### config.mk
export PLATFORM = sky130hd
export DESIGN_NAME = matrix_multiply_engine_top_flat
export DESIGN_NICKNAME = d
export VERILOG_FILES = /design/src/hw/rtl/mme_pkg.sv /design/src/hw/rtl/mme_stream_if.sv /design/src/hw/rtl/matrix_multiply_engine_top.sv /design/src/flat_wrapper.sv
export SDC_FILE = /design/constraint.sdc
export NUM_CORES = 2
export LEC_CHECK = 0
export BUFFER_PORTS_ARGS = -buffer_cell sky130_fd_sc_hd__buf_2
export CAP_MARGIN = 5
export CORE_UTILIZATION = 30
export CTS_CLUSTER_SIZE = 24
export DETAILED_ROUTE_END_ITERATION = 8
export MAX_ROUTING_LAYER = met4
export RECOVER_POWER = 25
export SLEW_MARGIN = 0
export SYNTH_ARGS = -nofsm -noshare
export SYNTH_HDL_FRONTEND = slang
export SYNTH_SLANG_ARGS = --single-unit
### constraint.sdc
create_clock -name clk -period 6.3 [get_ports clk]
set_clock_uncertainty 0.05 [all_clocks]
set_input_delay 0.945 -clock clk [delete_from_list [all_inputs] [get_ports clk]]
set_output_delay 0.945 -clock clk [all_outputs]
set_load 0.05 [all_outputs]
### src/hw/rtl/mme_pkg.sv
package mme_pkg;

	localparam int ROW_BITS = 3;
	localparam int COL_BITS = 3;
	localparam int IN_VALUE_BITS = 16;
	localparam int DOT_BITS = 36;
	localparam int DIM_REG_BITS = 4;
	localparam int REG_INDEX_BITS = 2;

	localparam logic [1:0] OP_LOAD_A = 2'd0;
	localparam logic [1:0] OP_LOAD_B = 2'd1;
	localparam logic [1:0] OP_RUN = 2'd2;

	localparam logic [REG_INDEX_BITS-1:0] REG_ROWS_A = 2'd0;
	localparam logic [REG_INDEX_BITS-1:0] REG_INNER_LEN = 2'd1;
	localparam logic [REG_INDEX_BITS-1:0] REG_COLS_B = 2'd2;

	localparam logic [DIM_REG_BITS-1:0] DIM_RESET = 4'd8;

	typedef enum logic {
		ST_IDLE,
		ST_RUN
	} state_t;

	typedef struct packed {
		logic [1:0] op;
		logic [ROW_BITS-1:0] elem_row;
		logic [COL_BITS-1:0] elem_col;
		logic signed [IN_VALUE_BITS-1:0] elem_value;
	} in_item_t;

	typedef struct packed {
		logic [ROW_BITS-1:0] out_row;
		logic [COL_BITS-1:0] out_col;
		logic signed [DOT_BITS-1:0] dot_value;
		logic last;
	} out_item_t;

	typedef struct packed {
		logic [REG_INDEX_BITS-1:0] reg_index;
		logic [DIM_REG_BITS-1:0] wdata;
	} cfg_item_t;

endpackage

### src/hw/rtl/mme_stream_if.sv
interface mme_stream_if #(
	parameter type payload_t = logic
);
	logic valid;
	logic ready;
	payload_t data;

	modport source (output valid, output data, input ready);
	modport sink (input valid, input data, output ready);
endinterface

### src/hw/rtl/matrix_multiply_engine_top.sv
// Dense matrix multiply C = A x B. A load item (op A or B) writes one element into the A or
// B store; the block then takes the next item in the following cycle. A run item
// streams all rows_a x cols_b elements of C in row-major order, the final one marked by last.
// Each element sums inner_len products: every cycle, unless the pipeline stalls, the sequencer
// reads one entry of A and one of B through the single read port of each store, multiplies and
// accumulates. The whole multiply pipeline stalls when a finished sum meets a full output
// register whose result is not taken. No new item is taken until a run has drained
// into the output register; that register may still hold the last result while loads go on.
// Stores come out of reset uninitialized and must be written before a run reads them.
module matrix_multiply_engine_top
	import mme_pkg::*;
#(
	parameter int MAX_DIM = 8,
	parameter int ELEM_BITS = 16
) (
	input logic clk,
	input logic arst_n,
	mme_stream_if.sink item,
	mme_stream_if.source result,
	mme_stream_if.sink cfg
);

	localparam int IDX_W = $clog2(MAX_DIM);
	localparam int DEPTH = MAX_DIM * MAX_DIM;
	localparam int AW = $clog2(DEPTH);
	localparam int PROD_W = 2 * ELEM_BITS;

	function automatic logic [IDX_W-1:0] dim_m1(input logic [DIM_REG_BITS-1:0] v);
		if (v == '0)
			return '0;
		if (int'(v) > MAX_DIM)
			return IDX_W'(MAX_DIM - 1);
		return IDX_W'(v - DIM_REG_BITS'(1));
	endfunction

	// configuration
	logic [DIM_REG_BITS-1:0] rows_a_q, inner_len_q, cols_b_q;

	assign cfg.ready = 1'b1;

	always_ff @(posedge clk or negedge arst_n) begin
		if (!arst_n) begin
			rows_a_q <= DIM_RESET;
			inner_len_q <= DIM_RESET;
			cols_b_q <= DIM_RESET;
		end else if (cfg.valid) begin
			case (cfg.data.reg_index)
				REG_ROWS_A: rows_a_q <= cfg.data.wdata;
				REG_INNER_LEN: inner_len_q <= cfg.data.wdata;
				REG_COLS_B: cols_b_q <= cfg.data.wdata;
				default: ;
			endcase
		end
	end

	// control
	state_t state_q, state_d;
	logic [IDX_W-1:0] i_q, j_q, k_q;
	logic [IDX_W-1:0] nr_m1_q, nk_m1_q, nc_m1_q;
	logic v_s1, v_s2;
	logic first_s1, fin_s1, lastel_s1;
	logic first_s2, fin_s2, lastel_s2;
	logic [IDX_W-1:0] row_s1, col_s1, row_s2, col_s2;
	logic out_valid_q;
	out_item_t out_q;

	logic in_xfer, run_xfer, wr_a, wr_b, in_range;
	logic stall, issue, k_end, j_end, i_end;

	assign stall = v_s2 && fin_s2 && out_valid_q && !result.ready;
	assign k_end = (k_q == nk_m1_q);
	assign j_end = (j_q == nc_m1_q);
	assign i_end = (i_q == nr_m1_q);

	always_comb begin
		state_d = state_q;
		item.ready = 1'b0;
		issue = 1'b0;
		case (state_q)
			ST_IDLE: begin
				item.ready = !v_s1 && !v_s2;
				if (run_xfer)
					state_d = ST_RUN;
			end
			ST_RUN: begin
				issue = !stall;
				if (issue && k_end && j_end && i_end)
					state_d = ST_IDLE;
			end
			default: state_d = ST_IDLE;
		endcase
	end

	assign in_xfer = item.valid && item.ready;
	assign run_xfer = in_xfer && (item.data.op == OP_RUN);
	assign in_range = (int'(item.data.elem_row) < MAX_DIM) && (int'(item.data.elem_col) < MAX_DIM);
	assign wr_a = in_xfer && (item.data.op == OP_LOAD_A) && in_range;
	assign wr_b = in_xfer && (item.data.op == OP_LOAD_B) && in_range;

	always_ff @(posedge clk or negedge arst_n) begin
		if (!arst_n)
			state_q <= ST_IDLE;
		else
			state_q <= state_d;
	end

	// loop counters over i, j, k
	always_ff @(posedge clk or negedge arst_n) begin
		if (!arst_n) begin
			i_q <= '0;
			j_q <= '0;
			k_q <= '0;
			nr_m1_q <= '0;
			nk_m1_q <= '0;
			nc_m1_q <= '0;
		end else if (run_xfer) begin
			i_q <= '0;
			j_q <= '0;
			k_q <= '0;
			nr_m1_q <= dim_m1(rows_a_q);
			nk_m1_q <= dim_m1(inner_len_q);
			nc_m1_q <= dim_m1(cols_b_q);
		end else if (issue) begin
			if (k_end) begin
				k_q <= '0;
				if (j_end) begin
					j_q <= '0;
					if (!i_end)
						i_q <= i_q + IDX_W'(1);
				end else begin
					j_q <= j_q + IDX_W'(1);
				end
			end else begin
				k_q <= k_q + IDX_W'(1);
			end
		end
	end

	// element stores
	logic signed [ELEM_BITS-1:0] mem_a [DEPTH];
	logic signed [ELEM_BITS-1:0] mem_b [DEPTH];
	logic signed [ELEM_BITS-1:0] a_rd_s1, b_rd_s1;
	logic signed [ELEM_BITS-1:0] wr_elem;
	logic [AW-1:0] wr_addr, rd_addr_a, rd_addr_b;

	assign wr_elem = ELEM_BITS'(item.data.elem_value);
	assign wr_addr = AW'(int'(item.data.elem_row) * MAX_DIM + int'(item.data.elem_col));
	assign rd_addr_a = AW'(int'(i_q) * MAX_DIM + int'(k_q));
	assign rd_addr_b = AW'(int'(k_q) * MAX_DIM + int'(j_q));

	always_ff @(posedge clk) begin
		if (wr_a)
			mem_a[wr_addr] <= wr_elem;
		if (issue)
			a_rd_s1 <= mem_a[rd_addr_a];
	end

	always_ff @(posedge clk) begin
		if (wr_b)
			mem_b[wr_addr] <= wr_elem;
		if (issue)
			b_rd_s1 <= mem_b[rd_addr_b];
	end

	// multiply-accumulate pipeline
	logic signed [PROD_W-1:0] prod_s2;
	logic signed [63:0] prod_wide;
	logic signed [DOT_BITS-1:0] prod_dot, acc_q, acc_sum;

	always_ff @(posedge clk or negedge arst_n) begin
		if (!arst_n) begin
			v_s1 <= 1'b0;
			v_s2 <= 1'b0;
		end else if (!stall) begin
			v_s1 <= issue;
			v_s2 <= v_s1;
		end
	end

	always_ff @(posedge clk) begin
		if (!stall) begin
			first_s1 <= (k_q == '0);
			fin_s1 <= k_end;
			lastel_s1 <= i_end && j_end;
			row_s1 <= i_q;
			col_s1 <= j_q;
			prod_s2 <= a_rd_s1 * b_rd_s1;
			first_s2 <= first_s1;
			fin_s2 <= fin_s1;
			lastel_s2 <= lastel_s1;
			row_s2 <= row_s1;
			col_s2 <= col_s1;
		end
	end

	// products are sign-extended to the result width; the sums wrap in two's complement
	assign prod_wide = 64'(prod_s2);
	assign prod_dot = prod_wide[DOT_BITS-1:0];
	assign acc_sum = (first_s2 ? '0 : acc_q) + prod_dot;

	always_ff @(posedge clk) begin
		if (v_s2 && !stall)
			acc_q <= acc_sum;
		if (v_s2 && fin_s2 && !stall) begin
			out_q.out_row <= ROW_BITS'(row_s2);
			out_q.out_col <= COL_BITS'(col_s2);
			out_q.dot_value <= acc_sum;
			out_q.last <= lastel_s2;
		end
	end

	always_ff @(posedge clk or negedge arst_n) begin
		if (!arst_n)
			out_valid_q <= 1'b0;
		else if (v_s2 && fin_s2 && !stall)
			out_valid_q <= 1'b1;
		else if (result.ready)
			out_valid_q <= 1'b0;
	end

	assign result.valid = out_valid_q;
	assign result.data = out_q;

	// checks
	a_run_starts: assert property (@(posedge clk) disable iff (!arst_n)
		run_xfer |=> (state_q == ST_RUN))
		else $error("run transfer did not start the sequencer");

	a_k_bound: assert property (@(posedge clk) disable iff (!arst_n)
		(state_q == ST_RUN) |-> (k_q <= nk_m1_q))
		else $error("inner counter beyond inner length");

	a_result_held: assert property (@(posedge clk) disable iff (!arst_n)
		(result.valid && !result.ready) |=> (result.valid && $stable(result.data)))
		else $error("waiting result dropped or changed");

	a_no_load_in_run: assert property (@(posedge clk) disable iff (!arst_n)
		(wr_a || wr_b) |-> (!v_s1 && !v_s2 && (state_q == ST_IDLE)))
		else $error("store written while a run is in flight");

endmodule

### src/flat_wrapper.sv
// flat-port wrapper written by rule: the top's interface ports become plain ports
module matrix_multiply_engine_top_flat import mme_pkg::*;
#(
	parameter int MAX_DIM = 8,
	parameter int ELEM_BITS = 16
)
  (clk, arst_n, item_valid, item_data, item_ready, result_valid, result_data, result_ready, cfg_valid, cfg_data, cfg_ready);
  mme_stream_if #(.payload_t(in_item_t)) item_i ();
  mme_stream_if #(.payload_t(out_item_t)) result_i ();
  mme_stream_if #(.payload_t(cfg_item_t)) cfg_i ();
  input logic clk;
  input logic arst_n;
  input wire logic [$bits(item_i.valid)-1:0] item_valid;
  input wire logic [$bits(item_i.data)-1:0] item_data;
  output wire logic [$bits(item_i.ready)-1:0] item_ready;
  output wire logic [$bits(result_i.valid)-1:0] result_valid;
  output wire logic [$bits(result_i.data)-1:0] result_data;
  input wire logic [$bits(result_i.ready)-1:0] result_ready;
  input wire logic [$bits(cfg_i.valid)-1:0] cfg_valid;
  input wire logic [$bits(cfg_i.data)-1:0] cfg_data;
  output wire logic [$bits(cfg_i.ready)-1:0] cfg_ready;
  assign item_i.valid = item_valid;
  assign item_i.data = item_data;
  assign item_ready = item_i.ready;
  assign result_valid = result_i.valid;
  assign result_data = result_i.data;
  assign result_i.ready = result_ready;
  assign cfg_i.valid = cfg_valid;
  assign cfg_i.data = cfg_data;
  assign cfg_ready = cfg_i.ready;
  matrix_multiply_engine_top #(.MAX_DIM(MAX_DIM), .ELEM_BITS(ELEM_BITS)) u_core (.clk(clk), .arst_n(arst_n), .item(item_i), .result(result_i), .cfg(cfg_i));
endmodule
==> impl_metrics.py <==
metrics = {
    "detailed_routing": {
        "first_pass_iters": 5,
        "viasPerCell": 4.833,
        "wirelength_um": 231400,
        "dr.first_iter.drc_count": 5060,
        "wire_per_inst_um": 23.98,
        "ant_nets": 0,
        "via_count": 46640,
        "post-route-drc-count": 0,
    },
    "logic_synthesis": {
        "synth-main-ff-cell": "edfxtp_1",
        "synth_cell_types": 65,
        "synth_area_leaders": "edfxtp_1 (69%), mux4_2 (16%), fa_1 (5.5%)",
        "ys_ff_latch": 2243,
        "synth_edf_count": 2209,
        "synthTopCellsByCount": "edfxtp_1 (2209), mux4_2 (672), inv_1 (340)",
        "synth_largest_area_cell": "edfxtp_1",
        "yosysSeqAreaShare_pct": 69.55,
        "async_flop_share_pct": 1.516,
        "ys_warn_count": 0,
        "synthCells": 4799,
        "synthesis.area_um2": 96610,
        "post-synth-top-count-cell": "edfxtp_1",
        "syn-num-nets": 5221,
        "syn_avg_cell_area_um2": 20.13,
        "synth_top_area_share_pct": 68.66,
    },
    "clock_network": {
        "holdBufCountCts": 0,
        "htree_levels": 4,
        "cts_sinks": 2243,
        "clk_pin_slew_ns": 0.06,
        "clockRootBuffer": "clkbuf_16",
        "clock_path_buffers": 4,
        "cts_inserted_buffers": 228,
        "tritoncts": "yes",
        "clk_latency_ns": 0.91,
    },
    "floorplanning": {
        "die_area_um2": 324300,
        "fp.coreArea_um2": 319100,
        "die_h_um": 569.5,
        "num_io_pins": 81,
        "die_w_um": 569.5,
        "start_util_pct": 30.28,
        "row_count": 207,
    },
    "timing": {
        "setup_viol": 0,
        "finalCritPeriodShare_pct": 96.81,
        "worst_pin_slew_ns": 4.784,
        "hold_viol_final": 0,
        "relSlewSlack_pct": -218.9,
        "drv_slew": 1914,
        "fin_crit_ns": 6.099,
        "fmax_mhz": 164.0,
    },
    "setup_path": {
        "max_stage_delay_ns": 0.60,
        "worstPathCellList": "nand2_1 > fa_1 > fa_1 > inv_1 > fa_1 > inv_1 > fa_1 > inv_1 > fa_1 > inv_1 > fa_1 > inv_1 > ha_1 > nand3_2 > nor2_2 > nand4_1 > a21boi_2 > o21ai_1 > a21oi_1 > or4b_2 > o211ai_1",
        "required_ns": 6.95,
        "slowest_stage": "or4b_2",
        "rrSetupSlack_ns": 0.20,
        "crit_top_cell": "fa_1",
        "crit_fanout": 8,
        "crit_path_end_kind": "register",
        "worstSetupStartpointType": "register",
        "arrival_ns": 6.75,
        "path_class": "register to register",
    },
    "grt": {
        "met3_usage_pct": 2.103,
        "grt_use_met1_pct": 19.17,
        "overflow": 0,
        "antenna_found_initial": 26,
        "grt_pass1_wl_um": 338100,
        "grt_use_met2_pct": 23.84,
        "busiest_layer": "met2",
        "grtUsageTotal_pct": 14.52,
        "first_global_vias": 48510,
        "grt_max_degree": 98,
    },
    "layout": {
        "layout-area-overhead-vs-synth_pct": 15.14,
        "drive_gt1_share_pct": 25.73,
        "fin_nets": 5598,
        "fill_cells": 29740,
        "final_util_pct": 34.86,
    },
    "hold_path": {
        "hold_path_class": "primary input to register",
    },
    "status": {
        "outcome": "finished with violations",
        "violations": "max-capacitance violations, max-slew violations",
    },
    "job": {
        "max_cap_violations": 32,
    },
    "placed_design": {
        "portBuffers": 79,
        "place_congestion": 0.8758,
        "post-dp-hpwl_um": 142300,
    },
}
[cell usage in the layout (no fill, tap or decap), types with 7 or more instances in the layout]
cell type and instances:
o21ai_0 40, nand2b_1 12, a21oi_1 68, edfxtp_1 2209, ha_1 124, nor3_1 9, a21o_1 21, bufinv_16 28
clkinv_1 42, inv_1 340, nor2_1 185, mux2_2 10, clkbuf_16 229, dfrtp_1 28, mux4_2 672, buf_12 15
and2_1 127, clkinv_2 41, diode_2 13, buf_4 241, xnor2_1 58, nand2_1 172, clkinvlp_4 11, o21bai_1 14
xor2_1 12, or3_1 7, o211ai_1 12, clkbuf_1 72, buf_2 60, nor2b_1 46, o21a_1 8, a211oi_1 14
nand3_1 25, fa_1 261
[per-layer routing]
metal,wire [µm],vias to the layer above
met3,15020,297
li1,-,19720
met5,0,-
met4,4840,0
met2,114000,1558
met1,97580,25070
[final timing paths]
check,start,endpoint,cells past startpoint
min in group asynchronous,arst_n,u_core.nr_m1_q[0],1
worst max register to register,u_core.b_rd_s1[2],u_core.prod_s2[21],21
max in group asynchronous,arst_n,u_core.k_q[0],1
worst min register to register,u_core.col_s1[1],u_core.col_s2[1],0
worst min-delay path,cfg_data[1],u_core.rows_a_q[1],3
worst max-delay path,u_core.b_rd_s1[2],u_core.prod_s2[21],21
[stage by stage]
| stage | setup WS [ns] | area [µm²] | hold slack (ns) | TNS [ns] | std cells |
|---|---|---|---|---|---|
| after floorplan | 0.02381 | 96610 | 0.3503 | 0 | 4799 |
| after global placement | -0.08828 | 103800 | 0.3548 | -0.08828 | 9224 |
| after detailed placement | -0.08387 | 103800 | 0.3545 | -0.1712 | 9224 |
| after CTS | 0.02051 | 111200 | 0.09393 | 0 | 9630 |
| after global routing | -0.02642 | 111200 | 0.2968 | -0.05241 | 9643 |
| final | 0.2007 | 111200 | 0.3142 | 0 | 9649 |
[area by class of cell]
cell class	count	area, µm²	share of cell area (%)
flip-flops and latches	2243	67200	60.42
multi-input cells	2006	27360	24.60
clock buffers	267	5873	5.280
well taps	4284	5360	4.819
repair buffers	357	2597	2.335
clock inverters	139	1526	1.372
inverters	340	1276	1.147
diodes	13	32.53	0.02925
[state kept, by name (all words and copies together), names as in the netlist, 4 cells and up]
register	count
u_core.rows_a_q	4
u_core.mem_b	1024
u_core.result.data	43
u_core.b_rd_s1	16
u_core.inner_len_q	4
u_core.mem_a	1024
u_core.a_rd_s1	16
u_core.acc_q	36
u_core.prod_s2	32
u_core.cols_b_q	4
[what timing repair did]
action,4_1_cts,5_1_grt
endpoints found under the setup margin,3,12
pin swaps,0,10
gates resized for setup,1,27
hold endpoints to repair,0,0
setup buffers,0,6
[critical path, delay by kind of cell (launching register included)]
kind / cells / cell delay (ns)
buffers and inverters: 5 / 0.27
AND/OR/NAND/NOR: 5 / 1.15
AO/OA/AOI/OAI: 4 / 0.60
flip-flops: 1 / 0.51
adder cells (fa/ha/maj): 7 / 3.36
[kinds of logic after synthesis]
family	share of synthesized area [%]
AOI/OAI and AO/OA	1.470
xor gates and xnor gates	0.6346
adders and majority gates	7.056
buffers and inverters	2.228
DFF	69.55
muxes	15.83
other	0.003882
and+or+nand+nor	3.233
Power is left out: the tool's default activity adds up to more than one toggle a clock period on the data nets, which glitch-free logic cannot reach.
